==> src/rtl/core/cbm_pkg.sv <==
// ----------------------------------------------------------------------------
// cbm_pkg: shared types and constants of the cartridge bank mapper
// Action codes, register address decodes, bank constants and the state record.
// ----------------------------------------------------------------------------
package cbm_pkg;

  // action codes carried in tuser
  localparam logic [1:0] ACT_WRITE = 2'd0;
  localparam logic [1:0] ACT_TICK  = 2'd1;
  localparam logic [1:0] ACT_CPU_Q = 2'd2;
  localparam logic [1:0] ACT_PAT_Q = 2'd3;

  // scrambled register addresses
  localparam logic [15:0] ADDR_PAT_LO   = 16'hB000;
  localparam logic [15:0] ADDR_PAT_HI   = 16'hE003;
  localparam logic [15:0] ADDR_PRG_0    = 16'h8000;
  localparam logic [15:0] ADDR_PRG_1    = 16'hA000;
  localparam logic [15:0] ADDR_MIRROR   = 16'h9000;
  localparam logic [15:0] ADDR_SWAP     = 16'h9001;
  localparam logic [15:0] ADDR_IRQ_LO   = 16'hF000;
  localparam logic [15:0] ADDR_IRQ_HI   = 16'hF002;
  localparam logic [15:0] ADDR_IRQ_EN_A = 16'hF001;
  localparam logic [15:0] ADDR_IRQ_EN_B = 16'hF003;

  // pattern bank index offset (first pattern register page)
  localparam logic [2:0] PAT_IDX_OFS = 3'd6;

  localparam logic [7:0] IRQ_FIRE_CNT  = 8'd237;
  localparam logic [7:0] IRQ_ACK_SUB   = 8'd8;
  localparam logic [7:0] PRG_PENULT    = 8'd254;
  localparam logic [7:0] PRG_LAST      = 8'd255;

  typedef struct packed {
    logic [1:0]  action;
    logic [15:0] address;
    logic [7:0]  data;
    logic        visible_line;
  } cbm_item_t;

  typedef struct packed {
    logic [7:0]      prg_first;
    logic [7:0]      prg_second;
    logic            mirror_sel;
    logic [1:0]      swap_mode;
    logic [7:0][7:0] pat_banks;
    logic [7:0]      irq_cnt;
    logic            irq_en;
    logic            irq_pend;
  } cbm_state_t;

endpackage

==> src/rtl/core/cbm_state.sv <==
// ----------------------------------------------------------------------------
// cbm_state: mapper register file and scanline counter
// Decode CPU writes, advance the IRQ counter on ticks while enabled, hold all mapper state.
// ----------------------------------------------------------------------------
module cbm_state (
  input  logic               clk_i,
  input  logic               rst_ni,
  input  logic               upd_i,
  input  cbm_pkg::cbm_item_t item_i,
  output cbm_pkg::cbm_state_t state_o,
  output cbm_pkg::cbm_state_t next_o
);

  cbm_pkg::cbm_state_t state_q, state_d;
  logic [15:0] scr;
  logic [2:0]  pat_idx;
  logic [7:0]  cnt_inc;
  logic        pat_hit;

  // fold address bits 3:2 onto bits 1:0, keep the top nibble
  assign scr     = {item_i.address[15:12], 10'd0,
                    item_i.address[1:0] | item_i.address[3:2]};
  assign pat_hit = (scr >= cbm_pkg::ADDR_PAT_LO) && (scr <= cbm_pkg::ADDR_PAT_HI);
  assign pat_idx = ({scr[13:12], 1'b0} - cbm_pkg::PAT_IDX_OFS) | {2'b00, scr[0]};
  assign cnt_inc = state_q.irq_cnt + 8'd1;

  always_comb begin
    state_d = state_q;
    if (upd_i) begin
      case (item_i.action)
        cbm_pkg::ACT_WRITE: begin
          if (pat_hit) begin
            if (scr[1]) begin
              state_d.pat_banks[pat_idx][7:4] = item_i.data[3:0];
            end else begin
              state_d.pat_banks[pat_idx][3:0] = item_i.data[3:0];
            end
          end else begin
            case (scr)
              cbm_pkg::ADDR_PRG_0:  state_d.prg_first  = item_i.data;
              cbm_pkg::ADDR_PRG_1:  state_d.prg_second = item_i.data;
              cbm_pkg::ADDR_MIRROR: state_d.mirror_sel = item_i.data[0];
              cbm_pkg::ADDR_SWAP:   state_d.swap_mode  = item_i.data[1:0];
              cbm_pkg::ADDR_IRQ_LO: state_d.irq_cnt[3:0] = item_i.data[3:0];
              cbm_pkg::ADDR_IRQ_HI: state_d.irq_cnt[7:4] = item_i.data[3:0];
              cbm_pkg::ADDR_IRQ_EN_A, cbm_pkg::ADDR_IRQ_EN_B: begin
                state_d.irq_en   = item_i.data[1];
                state_d.irq_pend = 1'b0;
                if (item_i.visible_line) begin
                  state_d.irq_cnt = state_q.irq_cnt - cbm_pkg::IRQ_ACK_SUB;
                end
              end
              default: ;
            endcase
          end
        end
        cbm_pkg::ACT_TICK: begin
          if (state_q.irq_en) begin
            state_d.irq_cnt = cnt_inc;
            if (cnt_inc == cbm_pkg::IRQ_FIRE_CNT) begin
              state_d.irq_pend = 1'b1;
            end
          end
        end
        default: ;
      endcase
    end
  end

  always_ff @(posedge clk_i or negedge rst_ni) begin
    if (!rst_ni) begin
      state_q <= '0;
    end else begin
      state_q <= state_d;
    end
  end

  assign state_o = state_q;
  assign next_o  = state_d;

endmodule

==> src/rtl/core/cbm_xlate.sv <==
// ----------------------------------------------------------------------------
// cbm_xlate: address to bank translation
// Map CPU query addresses to 8K program banks and pattern addresses to 1K banks.
// ----------------------------------------------------------------------------
module cbm_xlate (
  input  cbm_pkg::cbm_item_t  item_i,
  input  cbm_pkg::cbm_state_t state_i,
  output logic [7:0]          bank_o
);

  logic swapped;

  assign swapped = (state_i.swap_mode != 2'd0);

  always_comb begin
    bank_o = 8'd0;
    case (item_i.action)
      cbm_pkg::ACT_CPU_Q: begin
        if (item_i.address[15]) begin
          case (item_i.address[14:13])
            2'd0:    bank_o = swapped ? cbm_pkg::PRG_PENULT : state_i.prg_first;
            2'd1:    bank_o = state_i.prg_second;
            2'd2:    bank_o = swapped ? state_i.prg_first : cbm_pkg::PRG_PENULT;
            default: bank_o = cbm_pkg::PRG_LAST;
          endcase
        end
      end
      cbm_pkg::ACT_PAT_Q: begin
        if (item_i.address[15:13] == 3'd0) begin
          bank_o = state_i.pat_banks[item_i.address[12:10]];
        end
      end
      default: ;
    endcase
  end

endmodule

==> src/rtl/core/cartridge_bank_mapper_with_scanline_irq.sv <==
// Pipeline: an accepted beat is held in the input register, then its result is loaded into the result register.
// Throughput: one beat per cycle while the result side is free or taking a beat; the input
//   register and result register both move in every such cycle and hold otherwise.
// Reset: rst_ni low clears all mapper state (banks, mirroring, swap mode, counter,
//   enable, pending) to zero and empties both pipeline registers.
// ----------------------------------------------------------------------------
// cartridge_bank_mapper_with_scanline_irq: cartridge mapper with scanline IRQ
// Scrambled register writes, program/pattern bank lookup and a scanline counter.
// ----------------------------------------------------------------------------
module cartridge_bank_mapper_with_scanline_irq (
  input  logic        clk_i,
  input  logic        rst_ni,
  // input beats
  input  logic        s_axis_tvalid_i,
  output logic        s_axis_tready_o,
  input  logic [31:0] s_axis_tdata_i,   // [15:0] address, [23:16] data,
                                        // [24] visible_line, [31:25] zero
  input  logic [1:0]  s_axis_tuser_i,   // [1:0] action
  // result beats
  output logic        m_axis_tvalid_o,
  input  logic        m_axis_tready_i,
  output logic [15:0] m_axis_tdata_o    // [7:0] bank, [8] vertical_mirroring,
                                        // [9] irq_line, [15:10] zero
);

  // Input register: holds the accepted beat until the result register can load.
  logic               in_valid_q;
  cbm_pkg::cbm_item_t item_q;

  // Result register
  logic       out_valid_q;
  logic [7:0] bank_q;
  logic       vmirror_q;
  logic       irq_q;

  logic                advance;
  cbm_pkg::cbm_state_t state_cur;
  cbm_pkg::cbm_state_t state_nxt;
  logic [7:0]          bank;

  // Advance the held beat whenever the result slot is empty or being drained;
  // the state update and the result load happen on the same edge, so the next
  // beat always sees the state this one left behind.
  assign advance         = in_valid_q && (!out_valid_q || m_axis_tready_i);
  assign s_axis_tready_o = !in_valid_q || advance;

  always_ff @(posedge clk_i or negedge rst_ni) begin
    if (!rst_ni) begin
      in_valid_q <= 1'b0;
    end else if (s_axis_tready_o) begin
      in_valid_q <= s_axis_tvalid_i;
    end
  end

  always_ff @(posedge clk_i) begin
    if (s_axis_tready_o && s_axis_tvalid_i) begin
      item_q.action       <= s_axis_tuser_i;
      item_q.address      <= s_axis_tdata_i[15:0];
      item_q.data         <= s_axis_tdata_i[23:16];
      item_q.visible_line <= s_axis_tdata_i[24];
    end
  end

  cbm_state u_state (
    .clk_i   (clk_i),
    .rst_ni  (rst_ni),
    .upd_i   (advance),
    .item_i  (item_q),
    .state_o (state_cur),
    .next_o  (state_nxt)
  );

  // Queries do not touch state, so lookup from the current state is exact.
  cbm_xlate u_xlate (
    .item_i  (item_q),
    .state_i (state_cur),
    .bank_o  (bank)
  );

  always_ff @(posedge clk_i or negedge rst_ni) begin
    if (!rst_ni) begin
      out_valid_q <= 1'b0;
    end else if (advance) begin
      out_valid_q <= 1'b1;
    end else if (m_axis_tready_i) begin
      out_valid_q <= 1'b0;
    end
  end

  // Mirroring and IRQ report the state after this beat's update.
  always_ff @(posedge clk_i) begin
    if (advance) begin
      bank_q    <= bank;
      vmirror_q <= ~state_nxt.mirror_sel;
      irq_q     <= state_nxt.irq_pend;
    end
  end

  assign m_axis_tvalid_o = out_valid_q;
  assign m_axis_tdata_o  = {6'd0, irq_q, vmirror_q, bank_q};

`ifndef SYNTH
  // The pending flag may only rise from an enabled scanline tick.
  a_pend_rise_on_tick: assert property (@(posedge clk_i) disable iff (!rst_ni)
    $rose(state_cur.irq_pend) |-> $past(advance && item_q.action == cbm_pkg::ACT_TICK))
    else $error("irq pending rose without a scanline tick");

  // Mapper state holds while no beat advances.
  a_state_hold: assert property (@(posedge clk_i) disable iff (!rst_ni)
    !advance |=> $stable(state_cur))
    else $error("mapper state changed without an advancing beat");

  // A beat that advances always lands in the result register.
  a_advance_loads: assert property (@(posedge clk_i) disable iff (!rst_ni)
    advance |=> out_valid_q)
    else $error("advanced beat did not produce a result");

  // Input side stalls only when a beat is held and the result slot is blocked.
  a_stall_cause: assert property (@(posedge clk_i) disable iff (!rst_ni)
    !s_axis_tready_o |-> (in_valid_q && out_valid_q && !m_axis_tready_i))
    else $error("input stalled without a blocked result");
`endif

endmodule
==> config.mk <==
export PLATFORM = sky130hd
export DESIGN_NAME = cartridge_bank_mapper_with_scanline_irq
export DESIGN_NICKNAME = d
export VERILOG_FILES = /design/src/rtl/core/cbm_pkg.sv /design/src/rtl/core/cbm_state.sv /design/src/rtl/core/cbm_xlate.sv /design/src/rtl/core/cartridge_bank_mapper_with_scanline_irq.sv
export SDC_FILE = /design/constraint.sdc
export NUM_CORES = 1
export LEC_CHECK = 0
export BUFFER_PORTS_ARGS = -buffer_cell sky130_fd_sc_hd__clkbuf_2
export CELL_PAD_IN_SITES_DETAIL_PLACEMENT = 2
export CELL_PAD_IN_SITES_GLOBAL_PLACEMENT = 2
export CORE_MARGIN = 4
export CORE_UTILIZATION = 35
export DETAILED_ROUTE_END_ITERATION = 16
export GPL_ROUTABILITY_DRIVEN = 0
export MAX_ROUTING_LAYER = met4
export PLACE_DENSITY = 0.71
export SYNTH_ARGS = -nofsm -noshare
export SYNTH_HDL_FRONTEND = slang
export SYNTH_SLANG_ARGS = --single-unit
==> constraint.sdc <==
create_clock -name clk_i -period 2.5 [get_ports clk_i]
set_clock_uncertainty 0.05 [all_clocks]
set_input_delay 0.5 -clock clk_i [delete_from_list [all_inputs] [get_ports clk_i]]
set_output_delay 0.5 -clock clk_i [all_outputs]
set_load 0.02 [all_outputs]
==> metrics.txt <==
number of clock sinks 126; Starting DRT DRC Count 210; cell type group with the largest total delay on the critical path simple AND/OR/NAND/NOR gates; ranking of synthesized cells by area sky130_fd_sc_hd__dfrtp_1 40%, sky130_fd_sc_hd__mux2_2 16%, sky130_fd_sc_hd__edfxtp_1 16%, sky130_fd_sc_hd__mux4_2 6.1%, sky130_fd_sc_hd__mux2i_1 1.7%; wirelength, routed 15570 µm; Worst setup EP type flip-flop; input/output buffers 36; number of endpoints with negative hold slack in the final report 0; core area 16520 µm²; cell-by-cell trace of the critical path nor2b_1 -> nand3b_1 -> nor4_4 -> buf_4 -> nand3_1 -> mux2_2; Clk pin slew, worst setup/hold paths 60 ps; Setup WS post-layout 180.0 ps; CTS tree done; total inserted antenna cells 0; worst max-slew margin expressed relative to the limit 39.69%; final-stage net count 517; Worst Setup Slack post-DPL -44.18 ps; effective utilization at floorplan 35.61%; cell count after synthesis 429; Final period util 92.80%; Worst path slowest cell sky130_fd_sc_hd__dfrtp_1; TritonRoute pass-1 iters 4; Slew Limit Fails 0; flops & latches, synth 126; number of synthesis warnings 0; Routed wire per std cell 22.00 µm; I/O pin total 56; count of maximum capacitance violations 0; share of the core filled with cells 41.84%; Die Span X 137.7 µm; CP bufs+invs 1; setup repair after global routing missed its margin false; Fin Hold WS 1.218 ps; class of the most critical hold timing path input port to asynchronous set/reset pin; worst endpoint required time 2750 ps; first-pass GRT wire length 24790 µm; Total GRT Usage 18.25%; critical path data arrival time 2570 ps; count of distinct cell types in the synthesized netlist 54; DP HPWL 10630 µm; top flip-flop cell by instance count after synthesis sky130_fd_sc_hd__dfrtp_1; total die area 18950 µm²; area leader, netlist sky130_fd_sc_hd__dfrtp_1; result of the run complete, no violations; CTS Hold Buffers Added 0; Antenna Nets Post-Route 0; CTS buffer count 17; final setup violating endpoints 0; Max Freq 431.0 MHz; largest net degree at the start of global routing 37; proportion of netlist area held by the largest area contributor 40.40%; latest clock arrival within the worst-skew pair 420 ps; cell area after synthesis 5884 µm²; category of the critical setup timing path flip-flop to flip-flop; detailed-route vias per instance 5.321; Root Buffer Master sky130_fd_sc_hd__clkbuf_16; proportion of synthesized chip area in sequential cells 56.22%; share of post-route cells with drive strength above 1 37.91%; number of enable flip-flop cells after synthesis 31; number of global-route vias before repair 4250; number of buffers on the longest clock path 2; Resized Gates After CTS 0; final non-filler cell area 6914 µm²; post-place instance area 6344 µm²; DRC 0; overall overflow remaining after global route 0; static power due to leakage 3.091 nW; leading cell type by number of instances after synthesis sky130_fd_sc_hd__dfrtp_1; Max IR drop VDD 0.4794 mV; number of antenna violations at the first check in global routing 0; most common library cells after synthesis 95 x sky130_fd_sc_hd__dfrtp_1, 85 x sky130_fd_sc_hd__mux2_2, 31 x sky130_fd_sc_hd__edfxtp_1; Row Count 47; mean area per synthesized cell 13.72 µm²; synthesis-to-layout area growth 17.50%; total power density per cell area 773.8 nW/µm²; slowest cell delay on critical path 420 ps; via count 3767; height of the die 137.7 µm; worst-margin pin slew 904.7 ps; maximum fanout encountered on the critical timing path 8; Period minus WS final 2320 ps; power consumption 5.350 mW; share of flip-flops with an asynchronous set or reset after synthesis 75.40%; CTS H-tree depth 4; type of origin of the critical path flip-flop
-- cell type report --
cell class	instances	area, µm²
Clock buffer	25	475.5
Sequential cell	126	3308
Tap cell	220	275.3
Multi-Input combinational cell	271	2419
Timing Repair Buffer	54	330.3
Fill cell	1612	9610
Inverter	5	18.77
Clock inverter	7	87.58
-- what timing repair did --
item	in CTS	in global routing
setup buffers	0	1
hold endpoints to repair	0	0
endpoints found under the setup margin	0	14
-- worst reg2reg max path, delay by kind of cell, from the launching register on --
family	cells	cell delay [ps]
muxes	1	380
buffers and inverters	1	190
DFF	1	420
and+or+nand+nor	4	1160
-- metrics by stage --
stage | TNS (ps) | instances
after global routing | 0 | 708
after floorplan | 0 | 434
after detailed placement | -156.7 | 675
after CTS | 0 | 707
after global placement | 0 | 675
final | 0 | 708
-- cell families after synthesis --
family	share of synthesized area (%)
DFF	56.22
muxes	24.09
and+or+nand+nor	8.122
AOI/OAI and AO/OA	6.613
buffers and inverters	2.998
xor gates and xnor gates	1.042
adders and majority gates	0.8506
other	0.06373
-- routing by layer --
| metal | part of all wire, % | vias up | global-route usage (%) | wire length (µm) |
|---|---|---|---|---|
| met3 | 3.3 | 9 | 4.529 | 518 |
| met1 | 44 | 2003 | 22.64 | 6928 |
| met5 | 0 | - | - | 0 |
| li1 | - | 1688 | - | - |
| met2 | 51 | 67 | 29.80 | 7981 |
| met4 | 0.93 | 0 | 5.100 | 145 |
-- worst paths after layout --
path	start	to	slack, ps	cells after the start
worst min register to register	flip-flop	flip-flop	450	1
worst min-delay path	rst_ni	asynchronous set/reset pin	1	1
min in group clk_i	s_axis_tdata_i[23]	item_q[8]	200	1
max in group asynchronous	rst_ni	asynchronous set/reset pin	1560	2
worst max register to register	in_valid_q	flip-flop	180	6
worst max-delay path	in_valid_q	flip-flop	180	6
-- power by group --
group | internal (mW) | total [mW] | switching, mW | leakage (nW)
Sequential | 2.25 | 2.40 | 0.153 | 1.59
Combinational | 0.248 | 0.559 | 0.311 | 1.22
Clock | 1.51 | 2.39 | 0.875 | 0.277
Total | 4.01 | 5.35 | 1.34 | 3.09
-- cells in the final DEF (no fill, tap or decap), drive strengths merged, types with 2 or more instances in the layout --
master	synthesis	layout
o22ai	5	5
mux2	85	85
nand2	20	20
nor2	13	13
or3	2	2
a2111oi	2	2
nor2b	3	3
bufinv	0	2
mux2i	10	10
a211oi	5	5
edfxtp	31	31
mux4	16	16
and3	3	3
nor3b	2	2
o21ai	15	15
clkinv	0	5
ha	4	4
nand3b	2	2
nand3	10	10
nand4	2	2
and2	5	5
xor2	4	4
nand2b	9	9
nor4	3	3
dfrtp	95	95
a21oi	5	5
clkbuf	16	60
inv	5	5
buf	16	19
o221ai	7	7
conb	1	6
xnor2	3	3
or2	2	2
nor3	9	9
a31oi	2	2
Note: power is estimated with default switching activity, not from simulation.
